<file path="src/gta_pkg.sv">
// Shared constants, types and helpers of the GEMM tile accumulator.
package gta_pkg;

  localparam int TILE_SIZE  = 4;
  localparam int DATA_BITS  = 16;
  localparam int ACC_BITS   = 48;
  localparam int PROD_BITS  = 2 * DATA_BITS;
  localparam int SUM_BITS   = ACC_BITS + 1;
  localparam int ROW_BITS   = $clog2(TILE_SIZE);
  localparam int FIFO_DEPTH = TILE_SIZE;
  localparam int PTR_BITS   = $clog2(FIFO_DEPTH);
  localparam int CNT_BITS   = $clog2(FIFO_DEPTH + 1);

  typedef logic signed [DATA_BITS-1:0] data_t;
  typedef logic signed [PROD_BITS-1:0] prod_t;
  typedef logic signed [ACC_BITS-1:0]  acc_t;
  typedef logic [ROW_BITS-1:0]         row_idx_t;

  localparam acc_t ACC_MAX = {1'b0, {(ACC_BITS-1){1'b1}}};
  localparam acc_t ACC_MIN = {1'b1, {(ACC_BITS-1){1'b0}}};

  // One k step as it travels down the row of cells
  typedef struct packed {
    logic                       valid;
    logic                       first;
    logic                       last;
    data_t [TILE_SIZE-1:0]      x;
    data_t [TILE_SIZE-1:0]      y;
  } word_t;

  // One finished tile row
  typedef struct packed {
    row_idx_t                   tile_row;
    acc_t [TILE_SIZE-1:0]       sum;
    logic                       tile_done;
  } res_t;

endpackage

</file>
<file path="src/gta_if.sv">


interface gta_out_if
  import gta_pkg::*;
();
  logic     valid;
  logic     ready;
  row_idx_t tile_row;
  acc_t     sum0;
  acc_t     sum1;
  acc_t     sum2;
  acc_t     sum3;
  logic     tile_done;

  modport source (
    output valid, tile_row, sum0, sum1, sum2, sum3, tile_done,
    input  ready
  );
  modport sink (
    input  valid, tile_row, sum0, sum1, sum2, sum3, tile_done,
    output ready
  );
endinterface

</file>
<file path="src/gta_fifo.sv">
// Output queue of finished tile rows, drives the result channel.
module gta_fifo
  import gta_pkg::*;
(
  input  logic          clk_i,
  input  logic          rst_ni,
  input  logic          push_i,
  input  res_t          push_data_i,
  output logic          full_o,
  gta_out_if.source     out_o
);

  res_t                mem_q [FIFO_DEPTH];
  logic [PTR_BITS-1:0] wr_ptr_q;
  logic [PTR_BITS-1:0] rd_ptr_q;
  logic [CNT_BITS-1:0] count_q;
  logic                pop;
  res_t                head;

  assign pop    = out_o.valid && out_o.ready;
  assign full_o = (count_q == CNT_BITS'(FIFO_DEPTH));
  assign head   = mem_q[rd_ptr_q];

  // Advance pointers and fill level
  always_ff @(posedge clk_i or negedge rst_ni) begin
    if (!rst_ni) begin
      wr_ptr_q <= '0;
      rd_ptr_q <= '0;
      count_q  <= '0;
    end else begin
      if (push_i) begin
        wr_ptr_q <= wr_ptr_q + 1'b1;
      end
      if (pop) begin
        rd_ptr_q <= rd_ptr_q + 1'b1;
      end
      if (push_i && !pop) begin
        count_q <= count_q + 1'b1;
      end else if (pop && !push_i) begin
        count_q <= count_q - 1'b1;
      end
    end
  end

  // Store pushed rows
  always_ff @(posedge clk_i) begin
    if (push_i) begin
      mem_q[wr_ptr_q] <= push_data_i;
    end
  end

  assign out_o.valid     = (count_q != '0);
  assign out_o.tile_row  = head.tile_row;
  assign out_o.sum0      = head.sum[0];
  assign out_o.sum1      = head.sum[1];
  assign out_o.sum2      = head.sum[2];
  assign out_o.sum3      = head.sum[3];
  assign out_o.tile_done = head.tile_done;

endmodule

</file>
<file path="src/flat_wrapper.sv">
// flat-port wrapper written by rule: the top's interface ports become plain ports
module gta_fifo_flat import gta_pkg::*;
  (clk_i, rst_ni, push_i, push_data_i, full_o, out_o_valid, out_o_tile_row, out_o_sum0, out_o_sum1, out_o_sum2, out_o_sum3, out_o_tile_done, out_o_ready);
  gta_out_if out_o_i ();
  input  logic clk_i;
  input  logic rst_ni;
  input  logic push_i;
  input  res_t push_data_i;
  output logic full_o;
  output wire logic [$bits(out_o_i.valid)-1:0] out_o_valid;
  output wire logic [$bits(out_o_i.tile_row)-1:0] out_o_tile_row;
  output wire logic [$bits(out_o_i.sum0)-1:0] out_o_sum0;
  output wire logic [$bits(out_o_i.sum1)-1:0] out_o_sum1;
  output wire logic [$bits(out_o_i.sum2)-1:0] out_o_sum2;
  output wire logic [$bits(out_o_i.sum3)-1:0] out_o_sum3;
  output wire logic [$bits(out_o_i.tile_done)-1:0] out_o_tile_done;
  input wire logic [$bits(out_o_i.ready)-1:0] out_o_ready;
  assign out_o_valid = out_o_i.valid;
  assign out_o_tile_row = out_o_i.tile_row;
  assign out_o_sum0 = out_o_i.sum0;
  assign out_o_sum1 = out_o_i.sum1;
  assign out_o_sum2 = out_o_i.sum2;
  assign out_o_sum3 = out_o_i.sum3;
  assign out_o_tile_done = out_o_i.tile_done;
  assign out_o_i.ready = out_o_ready;
  gta_fifo u_core (.clk_i(clk_i), .rst_ni(rst_ni), .push_i(push_i), .push_data_i(push_data_i), .full_o(full_o), .out_o(out_o_i));
endmodule
</file>
<file path="config.mk">
export PLATFORM = sky130hd
export DESIGN_NAME = gta_fifo_flat
export DESIGN_NICKNAME = d
export VERILOG_FILES = /design/src/gta_pkg.sv /design/src/gta_if.sv /design/src/gta_fifo.sv /design/src/flat_wrapper.sv
export SDC_FILE = /design/constraint.sdc
export NUM_CORES = 1
export LEC_CHECK = 0
export ABC_AREA = 1
export BUFFER_PORTS_ARGS = -buffer_cell sky130_fd_sc_hd__buf_2
export CAP_MARGIN = 25
export CORE_ASPECT_RATIO = 0.8
export CORE_MARGIN = 3
export CORE_UTILIZATION = 40
export DETAILED_ROUTE_END_ITERATION = 10
export PLACE_DENSITY = 0.58
export RECOVER_POWER = 25
export SLEW_MARGIN = 20
export SYNTH_ARGS = -nofsm -noshare
export SYNTH_HDL_FRONTEND = slang
export SYNTH_SLANG_ARGS = --single-unit
export TNS_END_PERCENT = 50
</file>
<file path="constraint.sdc">
create_clock -name clk_i -period 6.4 [get_ports clk_i]
set_input_delay 1.28 -clock clk_i [delete_from_list [all_inputs] [get_ports clk_i]]
set_output_delay 1.28 -clock clk_i [all_outputs]
set_load 0.03 [all_outputs]
</file>
==> out/results.ini <==
[min_path]
whs_path_depth = 2
hold_start = u_core.count_q[2]$_DFFE_PN0P_
hold_class = flop to flop
whs_endpoint = u_core.count_q[2]$_DFFE_PN0P_

[worst_setup_path]
cp_data_arrival_time_ps = 3070
worstSetupStartpoint = u_core.rd_ptr_q[0]$_DFFE_PN0P_
required_ps = 5120
crit_slowest_cell = buf_4
reg2reg_to = u_core.mem_q[2][192]$_DFFE_PP_
path_max_fanout = 249
worst_r2r_path_depth = 5
cp_cell_sequence = inv_16 -> buf_4 -> nand2_1 -> o211ai_1 -> nand2_1 -> buf_2
cpMostUsedCell = nand2_1
critical_path_class = flop to output pin
r2r_slack_ps = 3880
critPathCaptureType = output pin
cp-start-kind = flop
max_stage_delay_ps = 650
r2r-start = u_core.wr_ptr_q[0]$_DFFE_PN0P_

[synthesis]
synth_cells = 2330
syn_nets = 2535
synth_cell_types = 20
avgSynthCellArea_um2 = 13.6
ys_ff_latch = 787
synth_area_leader_cell = edfxtp_1
synth_top_area_share_pct = 74.0
mappedNetlistArea_um2 = 31600
ys_top_cells_by_area = edfxtp_1 74%, o211ai_1 9.2%, nand2_1 7.2%
ys_seq_area_share_pct = 74.6
yosysWarnings = 0

[outcome]
status = completed

[clock_network]
post_cts_buffers = 0
cts.repair.resized = 0
cts-htree-levels = 3
cts.sinks = 787
clkLatencyLatePin_ps = 620
numCtsBuffers = 80
hold_buffers = 0
clkTransAtPathRegs_ps = 60
cts_tree = done
clock_path_buffers = 3
root_buffer = clkbuf_16

[global_route]
grt_use_total_pct = 16.5
grt_pass1_wl_um = 105000
grt_pass1_vias = 18385
overflow = 0
grt_max_degree = 250
antenna_found_initial = 16

[timing]
fin_crit_ps = 4350
rsz0062_at_grt = false
maxSlewHeadroom_pct = 40.8
fin_setup_tns_ps = 0
drv_slew = 0
setup_ws_ps = 2050
finalClockSkew_ps = 13.4
setup_viol = 0
max_freq_mhz = 230
post-route-period-util_pct = 68.0
worst_pin_slew_ps = 887
hold_viol = 0

[drt]
detail_route.first_pass.iterations = 5
wl_per_cell_um = 18.1
ant_nets = 0
wl_um = 68500
drc_errors = 0
dr.first_iter.drc_count = 1193
via_per_inst = 4.85
via_count = 18345

[finish]
register_area_um2 = 23600
multi_input_area_um2 = 5350
layout.nets = 2901
drive_gt1_share_pct = 14.8
num-fill-cells = 6861
areaGrowthSynthToFinish_pct = 14.8
utilization_pct = 46.7

[placement]
post-place-ws_ps = 2710
hpwl_um = 40000
place_congestion = 0.764
port_buffers = 395

[flow_run]
cap_viol_max_count = 0

[floorplanning]
core_area_um2 = 77800
die-width_um = 320
io_pins = 396
dieArea_um2 = 82500
std_cell_rows = 91
die-height_um = 258
initial_core_util_pct = 40.7

[pwr]
peakVddDrop_v = 0.000495
leakagePower_nw = 14.2
powerDensity_nw_per_um2 = 501
power_mw = 18.2

==> critical path: cells and delay by family, from the launching register on <==
| family | cells | cell delay (ps) |
|---|---|---|
| buffers and inverters | 3 | 1410 |
| flip-flops | 1 | 510 |
| AO/OA/AOI/OAI | 1 | 130 |
| AND/OR/NAND/NOR | 2 | 210 |
==> report_power, final <==
part / switching (mW) / total [mW] / leakage [nW] / internal [mW]
Sequential: 0.240 / 6.98 / 7.25 / 6.74
Combinational: 5.16 / 6.82 / 5.73 / 1.66
Clock: 1.87 / 4.40 / 1.19 / 2.53
==> cell usage after synthesis (all sizes together) <==
cell	number
edfxtp	780
nand2	606
inv	402
o211ai	390
buf	118
clkbuf	12
dfrtp	7
ha	5
nand3	3
fa	1
nand4	1
nor2	1
nor3	1
o21ai	1
xnor2	1
xor2	1
==> kinds of logic after synthesis <==
| family | count (synthesis) | synth area share, % |
|---|---|---|
| buffers and inverters | 532 | 8.54 |
| AOI/OAI and AO/OA | 391 | 9.30 |
| DFF | 787 | 74.6 |
| xor gates and xnor gates | 2 | 0.0554 |
| and+or+nand+nor | 612 | 7.28 |
| adders and majority gates | 6 | 0.261 |
==> final cells by class <==
type | instances | area share [%]
sequential | 787 | 65.0
antenna | 7 | 0.0482
tap | 1023 | 3.52
clock inverter | 37 | 0.978
clock buffer | 101 | 5.79
multi-input combinational | 1011 | 14.7
inverter | 402 | 4.29
timing repair buffer | 414 | 5.69
==> registers in the layout (all words and copies together), names as in the netlist <==
signal	flops
u_core.mem_q	780
u_core.rd_ptr_q	2
u_core.wr_ptr_q	2
u_core.count_q	3
==> worst max path at each step <==
stage,endpoint,slack (ps)
final,out_o_sum2[12],2050
after global routing,out_o_sum1[10],1780
after CTS,out_o_sum2[12],2010
after detailed placement,out_o_sum2[12],2710
after global placement,out_o_sum2[36],2770
after floorplan,u_core.mem_q[0][0]$_DFFE_PP_,510
==> stage by stage <==
step / std cells / cell area, um2 / hold WS, ps
floorplan: 2330 / 31600 / 442
global placement: 3637 / 34000 / 456
detailed placement: 3637 / 34000 / 466
CTS: 3775 / 36500 / 426
global route: 3778 / 36300 / 528
finish: 3782 / 36300 / 481
==> placed cells by master, fill, tap and decap left out, types with 2 or more instances in the layout <==
| cell type | netlist | final |
|---|---|---|
| inv_1 | 400 | 396 |
| diode_2 | 0 | 7 |
| clkinv_8 | 0 | 2 |
| buf_12 | 0 | 8 |
| edfxtp_1 | 780 | 780 |
| bufinv_16 | 0 | 5 |
| clkinvlp_4 | 0 | 3 |
| clkinv_2 | 0 | 10 |
| nand2_1 | 606 | 606 |
| clkbuf_16 | 0 | 81 |
| dfrtp_1 | 7 | 6 |
| clkbuf_1 | 12 | 143 |
| buf_4 | 3 | 11 |
| inv_6 | 0 | 4 |
| nand3_1 | 3 | 3 |
| o211ai_2 | 2 | 2 |
| buf_2 | 28 | 272 |
| clkinv_1 | 0 | 12 |
| inv_8 | 0 | 4 |
| ha_1 | 5 | 5 |
| o211ai_1 | 388 | 388 |
| inv_16 | 0 | 2 |
==> layer usage <==
layer | share of wire (%) | wire length, um | global-route usage [%]
met3 | 6.4 | 4380 | 4.69
met5 | 0.18 | 126 | 0
met2 | 48 | 32900 | 27.2
met1 | 43 | 29400 | 21.0
met4 | 2.5 | 1720 | 5.30
(Power assumes the default switching activity.)
